## config.mk

```make
export PLATFORM = sky130hd
export DESIGN_NAME = fib_matrix_power_difference_mod
export DESIGN_NICKNAME = d
export VERILOG_FILES = /design/src/hdl/fmpd_pkg.sv /design/src/hdl/fmpd_mulmod.sv /design/src/hdl/fmpd_matmul.sv /design/src/hdl/fib_matrix_power_difference_mod.sv
export SDC_FILE = /design/constraint.sdc
export NUM_CORES = 2
export LEC_CHECK = 0
export ABC_AREA = 1
export BUFFER_PORTS_ARGS = -buffer_cell sky130_fd_sc_hd__buf_4
export CAP_MARGIN = 10
export CELL_PAD_IN_SITES_DETAIL_PLACEMENT = 0
export CELL_PAD_IN_SITES_GLOBAL_PLACEMENT = 1
export CORE_MARGIN = 2
export CORE_UTILIZATION = 50
export CTS_CLUSTER_DIAMETER = 150
export DETAILED_ROUTE_END_ITERATION = 10
export PLACE_DENSITY = 0.94
export RECOVER_POWER = 25
export SYNTH_ARGS = -nofsm -noshare
export SYNTH_HDL_FRONTEND = slang
export SYNTH_SLANG_ARGS = --single-unit
```

## constraint.sdc

```tcl
create_clock -name clock -period 20 [get_ports clock]
set_input_delay 0 -clock clock [delete_from_list [all_inputs] [get_ports clock]]
set_output_delay 0 -clock clock [all_outputs]
set_load 0.01 [all_outputs]
```

## src/hdl/fmpd_pkg.sv

```systemverilog
package fmpd_pkg;

   localparam int unsigned RES_W     = 30;
   localparam int unsigned EXP_WIDTH = 32;

   localparam logic [RES_W-1:0] PRIME_MOD  = 30'd1000000007;
   // floor(2^61 / PRIME_MOD)
   localparam logic [31:0]      BARRETT_MU = 32'd2305842993;

   typedef logic [RES_W-1:0]          res_type;
   typedef logic [3:0][RES_W-1:0]     mat_type;
   typedef logic [EXP_WIDTH-1:0]      exp_type;

   typedef struct packed {
      logic    done;
      res_type value;
   } mm_res_type;

   typedef struct packed {
      logic    done;
      mat_type value;
   } mm_mat_type;

   // row-major 2x2, entry 0 is top-left
   localparam mat_type MAT_IDENT = {30'd1, 30'd0, 30'd0, 30'd1};
   localparam mat_type MAT_FIB   = {30'd1, 30'd1, 30'd1, 30'd0};

   function automatic exp_type exp_trim(input logic [31:0] v);
      logic [EXP_WIDTH+31:0] wide;
      wide = {{EXP_WIDTH{1'b0}}, v};
      return wide[EXP_WIDTH-1:0];
   endfunction

endpackage

```

## src/hdl/fmpd_mulmod.sv

```systemverilog
module fmpd_mulmod (
   input  logic                 clock,
   input  logic                 reset,
   input  logic                 start,
   input  fmpd_pkg::res_type    a1,
   input  fmpd_pkg::res_type    b1,
   input  fmpd_pkg::res_type    a2,
   input  fmpd_pkg::res_type    b2,
   output fmpd_pkg::mm_res_type res
);

   // (a1*b1 + a2*b2) mod p on one 32x32 multiplier, Barrett reduction
   typedef enum logic [2:0] {
      PH_IDLE, PH_MUL1, PH_MUL2, PH_ADD, PH_QEST, PH_QMUL, PH_SUB, PH_FIX
   } phase_type;

   localparam logic [31:0] P1 = {2'b00, fmpd_pkg::PRIME_MOD};
   localparam logic [31:0] P2 = {1'b0, fmpd_pkg::PRIME_MOD, 1'b0};

   phase_type         phase_ff, phase_in;
   logic [63:0]       prod_ff;
   logic [59:0]       part_ff, part_in;
   logic [60:0]       sum_ff, sum_in;
   logic [31:0]       rem_ff, rem_in;
   fmpd_pkg::res_type val_ff, val_in;
   logic              done_ff, done_in;
   logic [31:0]       mul_a, mul_b;
   logic [31:0]       fix_val;

   always_comb begin
      case (phase_ff)
         PH_MUL1: begin
            mul_a = {2'b00, a1};
            mul_b = {2'b00, b1};
         end
         PH_MUL2: begin
            mul_a = {2'b00, a2};
            mul_b = {2'b00, b2};
         end
         PH_QEST: begin
            mul_a = sum_ff[60:29];
            mul_b = fmpd_pkg::BARRETT_MU;
         end
         PH_QMUL: begin
            mul_a = prod_ff[63:32];
            mul_b = P1;
         end
         default: begin
            mul_a = '0;
            mul_b = '0;
         end
      endcase
   end

   always_comb begin
      if (rem_ff >= P2) begin
         fix_val = rem_ff - P2;
      end else if (rem_ff >= P1) begin
         fix_val = rem_ff - P1;
      end else begin
         fix_val = rem_ff;
      end
   end

   always_comb begin
      phase_in = phase_ff;
      part_in  = part_ff;
      sum_in   = sum_ff;
      rem_in   = rem_ff;
      val_in   = val_ff;
      done_in  = 1'b0;
      case (phase_ff)
         PH_IDLE: begin
            if (start) begin
               phase_in = PH_MUL1;
            end
         end
         PH_MUL1: phase_in = PH_MUL2;
         PH_MUL2: begin
            part_in  = prod_ff[59:0];
            phase_in = PH_ADD;
         end
         PH_ADD: begin
            sum_in   = {1'b0, part_ff} + {1'b0, prod_ff[59:0]};
            phase_in = PH_QEST;
         end
         PH_QEST: phase_in = PH_QMUL;
         PH_QMUL: phase_in = PH_SUB;
         PH_SUB: begin
            // quotient estimate is low by at most two, so r < 3p
            rem_in   = sum_ff[31:0] - prod_ff[31:0];
            phase_in = PH_FIX;
         end
         PH_FIX: begin
            val_in   = fix_val[fmpd_pkg::RES_W-1:0];
            done_in  = 1'b1;
            phase_in = PH_IDLE;
         end
         default: phase_in = PH_IDLE;
      endcase
   end

   always_ff @(posedge clock) begin
      if (reset) begin
         phase_ff <= PH_IDLE;
         done_ff  <= 1'b0;
      end else begin
         phase_ff <= phase_in;
         done_ff  <= done_in;
      end
      prod_ff <= mul_a * mul_b;
      part_ff <= part_in;
      sum_ff  <= sum_in;
      rem_ff  <= rem_in;
      val_ff  <= val_in;
   end

   assign res.done  = done_ff;
   assign res.value = val_ff;

endmodule

```

## src/hdl/fmpd_matmul.sv

```systemverilog
module fmpd_matmul (
   input  logic                 clock,
   input  logic                 reset,
   input  logic                 start,
   input  fmpd_pkg::mat_type    x,
   input  fmpd_pkg::mat_type    y,
   output fmpd_pkg::mm_mat_type res
);

   logic                 busy_ff, busy_in;
   logic [1:0]           ent_ff, ent_in;
   logic                 go_ff, go_in;
   logic                 done_ff, done_in;
   fmpd_pkg::mat_type    acc_ff, acc_in;
   fmpd_pkg::mm_res_type unit_res;

   // entry (i,j) = x[i][0]*y[0][j] + x[i][1]*y[1][j]
   fmpd_mulmod u_mulmod (
      .clock (clock),
      .reset (reset),
      .start (go_ff),
      .a1    (x[{ent_ff[1], 1'b0}]),
      .b1    (y[{1'b0, ent_ff[0]}]),
      .a2    (x[{ent_ff[1], 1'b1}]),
      .b2    (y[{1'b1, ent_ff[0]}]),
      .res   (unit_res)
   );

   always_comb begin
      busy_in = busy_ff;
      ent_in  = ent_ff;
      go_in   = 1'b0;
      done_in = 1'b0;
      acc_in  = acc_ff;
      if (!busy_ff) begin
         if (start) begin
            busy_in = 1'b1;
            ent_in  = '0;
            go_in   = 1'b1;
         end
      end else if (unit_res.done) begin
         acc_in[ent_ff] = unit_res.value;
         if (ent_ff == 2'd3) begin
            busy_in = 1'b0;
            done_in = 1'b1;
         end else begin
            ent_in = ent_ff + 2'd1;
            go_in  = 1'b1;
         end
      end
   end

   always_ff @(posedge clock) begin
      if (reset) begin
         busy_ff <= 1'b0;
         ent_ff  <= '0;
         go_ff   <= 1'b0;
         done_ff <= 1'b0;
      end else begin
         busy_ff <= busy_in;
         ent_ff  <= ent_in;
         go_ff   <= go_in;
         done_ff <= done_in;
      end
      acc_ff <= acc_in;
   end

   assign res.done  = done_ff;
   assign res.value = acc_ff;

endmodule

```

## src/hdl/fib_matrix_power_difference_mod.sv

```systemverilog
// Fibonacci matrix power difference, modulo 1000000007.
// Input stream req_: one word carries n_index and exponent_k. The block forms
// P = M^(n+1) with M = [[0,1],[1,1]], D = P - M, and returns the bottom-right
// entry of D^k on the rsp_ stream, one result word per request word.
// Both powers run square-and-multiply, least significant exponent bit first,
// on one 2x2 product sequencer that drives a single 32x32 multiplier with
// Barrett reduction, and forms the four entries of a product one after
// another. An exponent bit costs one product (squaring) plus one more when
// the bit is set; the square after the top set bit is skipped. Latency
// grows with the products for n+1 plus the products for k; k = 0 answers 1.
// The exponent n+1 is formed in 32 bits and wraps to 0 for n = 2^32-1.
// One request is in flight at a time: req_tready is high only while idle.
// A finished result sits in the rsp_ output register; a new request is taken
// while it waits, and if rsp_tready stays low the next result holds until the
// register frees up. Reset (synchronous, active high) drops rsp_tvalid and
// returns the sequencer to idle.
module fib_matrix_power_difference_mod (
   input  logic        clock,
   input  logic        reset,
   input  logic        req_tvalid,
   output logic        req_tready,
   input  logic [63:0] req_tdata,   // [31:0] n_index, [63:32] exponent_k
   output logic        rsp_tvalid,
   input  logic        rsp_tready,
   output logic [31:0] rsp_tdata    // [29:0] result_value, [31:30] zero
);

   typedef enum logic [2:0] {
      S_IDLE, S_STEP, S_WAIT_ACC, S_WAIT_SQ, S_DIFF, S_DONE
   } state_type;

   state_type            state_ff, state_in;
   fmpd_pkg::mat_type    acc_ff, acc_in;
   fmpd_pkg::mat_type    sq_ff, sq_in;
   fmpd_pkg::exp_type    rem_ff, rem_in;
   fmpd_pkg::exp_type    kexp_ff, kexp_in;
   logic                 second_ff, second_in;
   logic                 mm_start_ff, mm_start_in;
   logic                 sel_acc_ff, sel_acc_in;
   logic                 rsp_valid_ff, rsp_valid_in;
   fmpd_pkg::res_type    rsp_data_ff, rsp_data_in;
   fmpd_pkg::mm_mat_type mm_res;
   fmpd_pkg::mat_type    diff;

   fmpd_matmul u_matmul (
      .clock (clock),
      .reset (reset),
      .start (mm_start_ff),
      .x     (sel_acc_ff ? acc_ff : sq_ff),
      .y     (sq_ff),
      .res   (mm_res)
   );

   always_comb begin
      for (int i = 0; i < 4; i++) begin
         if (acc_ff[i] >= fmpd_pkg::MAT_FIB[i]) begin
            diff[i] = acc_ff[i] - fmpd_pkg::MAT_FIB[i];
         end else begin
            diff[i] = acc_ff[i] + fmpd_pkg::PRIME_MOD - fmpd_pkg::MAT_FIB[i];
         end
      end
   end

   always_comb begin
      state_in     = state_ff;
      acc_in       = acc_ff;
      sq_in        = sq_ff;
      rem_in       = rem_ff;
      kexp_in      = kexp_ff;
      second_in    = second_ff;
      mm_start_in  = 1'b0;
      sel_acc_in   = sel_acc_ff;
      rsp_valid_in = rsp_valid_ff && !rsp_tready;
      rsp_data_in  = rsp_data_ff;
      case (state_ff)
         S_IDLE: begin
            if (req_tvalid) begin
               acc_in    = fmpd_pkg::MAT_IDENT;
               sq_in     = fmpd_pkg::MAT_FIB;
               rem_in    = fmpd_pkg::exp_trim(req_tdata[31:0] + 32'd1);
               kexp_in   = fmpd_pkg::exp_trim(req_tdata[63:32]);
               second_in = 1'b0;
               state_in  = S_STEP;
            end
         end
         S_STEP: begin
            if (rem_ff == '0) begin
               state_in = second_ff ? S_DONE : S_DIFF;
            end else if (rem_ff[0]) begin
               sel_acc_in  = 1'b1;
               mm_start_in = 1'b1;
               state_in    = S_WAIT_ACC;
            end else begin
               sel_acc_in  = 1'b0;
               mm_start_in = 1'b1;
               state_in    = S_WAIT_SQ;
            end
         end
         S_WAIT_ACC: begin
            if (mm_res.done) begin
               acc_in = mm_res.value;
               if (rem_ff[fmpd_pkg::EXP_WIDTH-1:1] != '0) begin
                  sel_acc_in  = 1'b0;
                  mm_start_in = 1'b1;
                  state_in    = S_WAIT_SQ;
               end else begin
                  rem_in   = '0;
                  state_in = S_STEP;
               end
            end
         end
         S_WAIT_SQ: begin
            if (mm_res.done) begin
               sq_in    = mm_res.value;
               rem_in   = rem_ff >> 1;
               state_in = S_STEP;
            end
         end
         S_DIFF: begin
            sq_in     = diff;
            acc_in    = fmpd_pkg::MAT_IDENT;
            rem_in    = kexp_ff;
            second_in = 1'b1;
            state_in  = S_STEP;
         end
         S_DONE: begin
            if (!rsp_valid_ff || rsp_tready) begin
               rsp_valid_in = 1'b1;
               rsp_data_in  = acc_ff[3];
               state_in     = S_IDLE;
            end
         end
         default: state_in = S_IDLE;
      endcase
   end

   always_ff @(posedge clock) begin
      if (reset) begin
         state_ff     <= S_IDLE;
         second_ff    <= 1'b0;
         mm_start_ff  <= 1'b0;
         sel_acc_ff   <= 1'b0;
         rsp_valid_ff <= 1'b0;
      end else begin
         state_ff     <= state_in;
         second_ff    <= second_in;
         mm_start_ff  <= mm_start_in;
         sel_acc_ff   <= sel_acc_in;
         rsp_valid_ff <= rsp_valid_in;
      end
      acc_ff      <= acc_in;
      sq_ff       <= sq_in;
      rem_ff      <= rem_in;
      kexp_ff     <= kexp_in;
      rsp_data_ff <= rsp_data_in;
   end

   assign req_tready = (state_ff == S_IDLE);
   assign rsp_tvalid = rsp_valid_ff;
   assign rsp_tdata  = {2'b00, rsp_data_ff};

`ifndef NO_ASSERTIONS
   a_done_in_wait: assert property (@(posedge clock) disable iff (reset)
      mm_res.done |-> (state_ff == S_WAIT_ACC || state_ff == S_WAIT_SQ))
      else $error("matrix product finished outside a wait state");

   a_rsp_reduced: assert property (@(posedge clock) disable iff (reset)
      rsp_valid_ff |-> (rsp_data_ff < fmpd_pkg::PRIME_MOD))
      else $error("result word not reduced");

   a_second_ends: assert property (@(posedge clock) disable iff (reset)
      (state_ff == S_STEP && rem_ff == '0 && second_ff) |=> (state_ff == S_DONE))
      else $error("second power did not finish");

   a_accept_starts: assert property (@(posedge clock) disable iff (reset)
      (req_tvalid && req_tready) |=> (state_ff == S_STEP && !second_ff))
      else $error("accepted word did not start the first power");
`endif

endmodule

```

==> flow_metrics.env <==
export IMPL_status="complete, but fails checks"
export IMPL_violations="max-capacitance violations, max-slew violations"
export IMPL_fill_cells=14300
export IMPL_drive_gt1_frac=0.04378
export IMPL_drt_iter0_drc=7455
export IMPL_relSlewSlack=-1.518
export IMPL_worst_slack_ns=8.904
export IMPL_rows=143
export IMPL_async_flop_share=0
export IMPL_avgSynthCellArea_um2=7.888
export IMPL_yosysWarningCount=0
export IMPL_hp_start="req_tdata[61]"
export IMPL_final_core_util=0.5430
export IMPL_cp_data_arrival_time_ns=11.66
export IMPL_grt_usage=0.3435
export IMPL_syn_inst=9736
export IMPL_fin_nets=11120
export IMPL_vdd_drop_max_v=0.00009725
export IMPL_crit_path_end_kind="flop"
export IMPL_rsz0062_at_grt="no"
export IMPL_hp_class="in -> reg"
export IMPL_place_ws_ns=10.53
export IMPL_synth_area_leaders="edfxtp_1 25%, fa_1 23%, nand2_1 13%, inv_1 11%, ha_1 6.5%"
export IMPL_synthesis_area_um2=76790
export IMPL_worstMarginPinSlew_ns=3.777
export IMPL_cp_startpoint="u_matmul.ent_ff[0]"
export IMPL_die_area_um2=156700
export IMPL_antenna_found_initial=16
export IMPL_synth_top_area_share=0.2491
export IMPL_cts_buffers_inserted=79
export IMPL_finalWirelength_um=268700
export IMPL_root_buffer="clkbuf_16"
export IMPL_routed_via_count=65450
export IMPL_synth_most_common_cell="nand2_1"
export IMPL_fp_coreArea_um2=152300
export IMPL_crit_slowest_cell="clkbuf_1"
export IMPL_clk_pin_slew_ns=0.07
export IMPL_drc=0
export IMPL_cts_buffer_depth=3
export IMPL_synth_top_cells_by_count="2673 x nand2_1, 2284 x inv_1, 867 x fa_1, 764 x nor2_1, 637 x edfxtp_1"
export IMPL_grt_pass1_wl_um=403400
export IMPL_hold_ws_ns=0.03629
export IMPL_path_class="reg -> reg"
export IMPL_yosysUniqueCellTypes=55
export IMPL_ant_nets=0
export IMPL_dpl_hpwl_um=209700
export IMPL_total_power_mw=5.291
export IMPL_wl_per_cell_um=22.60
export IMPL_start_util=0.5044
export IMPL_grt_max_degree=83
export IMPL_yosysTopAreaCell="edfxtp_1"
export IMPL_cp_num_buf_inv=7
export IMPL_insertion_delay_ns=0.74
export IMPL_grt_pass1_vias=65420
export IMPL_cts_sinks=717
export IMPL_cts_setup_buffers=0
export IMPL_worstSetupStartpointType="flop"
export IMPL_skew_ns=0.05655
export IMPL_area_delta_synth_final_pct=7.666
export IMPL_setup_viol=0
export IMPL_crit_reg2reg_launch="u_matmul.ent_ff[0]"
export IMPL_die_w_um=395.9
export IMPL_htree_levels=3
export IMPL_cp_max_fo=82
export IMPL_die_y_um=395.9
export IMPL_cp_top_family="adder cells"
export IMPL_hold_viol_final=0
export IMPL_required_ns=20.56
export IMPL_crit_top_cell="fa_1"
export IMPL_ys_seq_elements=717
export IMPL_first_pass_iters=10
export IMPL_ios=102
export IMPL_synth_edf_count=637
export IMPL_max_freq_ghz=0.09012
export IMPL_fin_crit_sh=0.5548
export IMPL_ys_seq_area_frac=0.2699
export IMPL_p_leak_nw=43.10
export IMPL_setup_tns_ns=0
export IMPL_overflow=0
export IMPL_slowest_delay_ns=2.64
export IMPL_slew_violations=180
export IMPL_fin_crit_ns=11.10
export IMPL_numPortBuffers=99
export IMPL_synth_ff_type="edfxtp_1"
export IMPL_p_per_area_nw_per_um2=64.00
export IMPL_place_gp_congestion=1.029
export IMPL_via_per_inst=5.505
export IMPL_tritoncts="built"
export IMPL_drv_cap=3
## layout make-up
cell class,instances,area [µm²],area share
multi-input cells,6346,45500,0.5503
repair buffers,289,2301,0.02783
clock buffers,90,2091,0.02529
flip-flops and latches,717,20730,0.2508
clock inverters,54,649.4,0.007854
well taps,2030,2540,0.03072
inverters,2348,8825,0.1067
diodes,16,40.04,0.0004843
## power by group
group	total, mW	internal (mW)	switching [mW]
Combinational	1.50	0.396	1.10
Clock	1.55	0.860	0.694
Sequential	2.24	1.95	0.293
## worst reg2reg max path: stages (launching register included)
cell and delay, ns:
dfxtp_1 0.34, clkbuf_1 2.64, nand2_1 0.60, nand2_1 0.25, a211o_1 0.15, buf_4 0.42
nand2_1 0.24, fa_1 0.56, inv_1 0.05, fa_1 0.50, inv_1 0.05, fa_1 0.48
inv_1 0.06, fa_1 0.48, fa_1 0.51, inv_1 0.05, fa_1 0.56, fa_1 0.45
fa_1 0.53, inv_1 0.05, ha_1 0.39, nand2_1 0.19, nor2_1 0.37, nand2_1 0.19
nor2_1 0.18, nand2_1 0.07, nand3_1 0.20, xor2_1 0.38
## path summary, 6_finish.rpt
| path | slack, ns | endpoint | depth (start not counted) |
|---|---|---|---|
| worst max register to register | 8.90 | u_matmul.u_mulmod.prod_ff[24] | 27 |
| worst max-delay path | 8.90 | u_matmul.u_mulmod.prod_ff[24] | 27 |
| worst min-delay path | 0.04 | kexp_ff[29] | 2 |
| worst min register to register | 0.47 | rsp_data_ff[1] | 0 |
## registers in the layout, indices dropped and copies added, names as in the netlist, 2 cells and up
| name | count |
|---|---|
| acc_ff | 120 |
| kexp_ff | 32 |
| rem_ff | 32 |
| rsp_data_ff | 30 |
| sq_ff | 120 |
| state_ff | 3 |
| u_matmul.ent_ff | 2 |
| u_matmul.res | 120 |
| u_matmul.u_mulmod.part_ff | 60 |
| u_matmul.u_mulmod.phase_ff | 3 |
| u_matmul.u_mulmod.prod_ff | 64 |
| u_matmul.u_mulmod.rem_ff | 32 |
| u_matmul.u_mulmod.sum_ff | 61 |
| u_matmul.u_mulmod.val_ff | 30 |
## metal layers
metal,track usage,share of wire,up-vias,routed length [µm]
met1,0.4838,0.41,31600,109600
met3,0.09576,0.13,626,34090
met5,0,0,-,0
met4,0.1344,0.045,0,12120
met2,0.5009,0.42,3670,112900
li1,-,-,29560,-
## cells in the final DEF (no fill, tap or decap), types with 13 or more instances in the layout
cell / count
a21o_1: 20
a21oi_1: 286
buf_4: 122
clkbuf_1: 39
clkbuf_16: 81
clkbuf_4: 32
clkinv_1: 14
conb_1: 16
dfxtp_1: 78
diode_2: 16
dlygate4sd3_1: 102
edfxtp_1: 637
fa_1: 867
ha_1: 402
inv_1: 2282
inv_2: 58
nand2_1: 2673
nand3_1: 301
nand3b_1: 18
nand4_1: 98
nor2_1: 756
nor2_2: 16
nor3_1: 59
o2111ai_4: 13
o211ai_1: 80
o21ai_0: 351
o21ai_1: 28
o21bai_1: 21
o22ai_1: 31
or2_2: 17
xnor2_1: 32
xor2_1: 155
## logic make-up after synthesis
family,synth area share
mux,0.001173
other cells,0.00009779
simple gates,0.2081
buf+inv,0.1394
fa+ha+maj,0.2915
flops,0.2699
compound gates,0.06853
xor+xnor,0.02133
## per-stage QoR
stage,area (µm²),std cells
floorplan,76850,9750
global placement,79010,11630
detailed placement,79010,11630
finish,82680,11890
CTS,82770,11870
global route,82640,11870
## what timing repair did
| action | in CTS | in global routing |
|---|---|---|
| hold endpoints to repair | 125 | 0 |
| hold buffers | 102 | 0 |
| resized for setup | 0 | 0 |
Power figures use the tool's default switching activity.
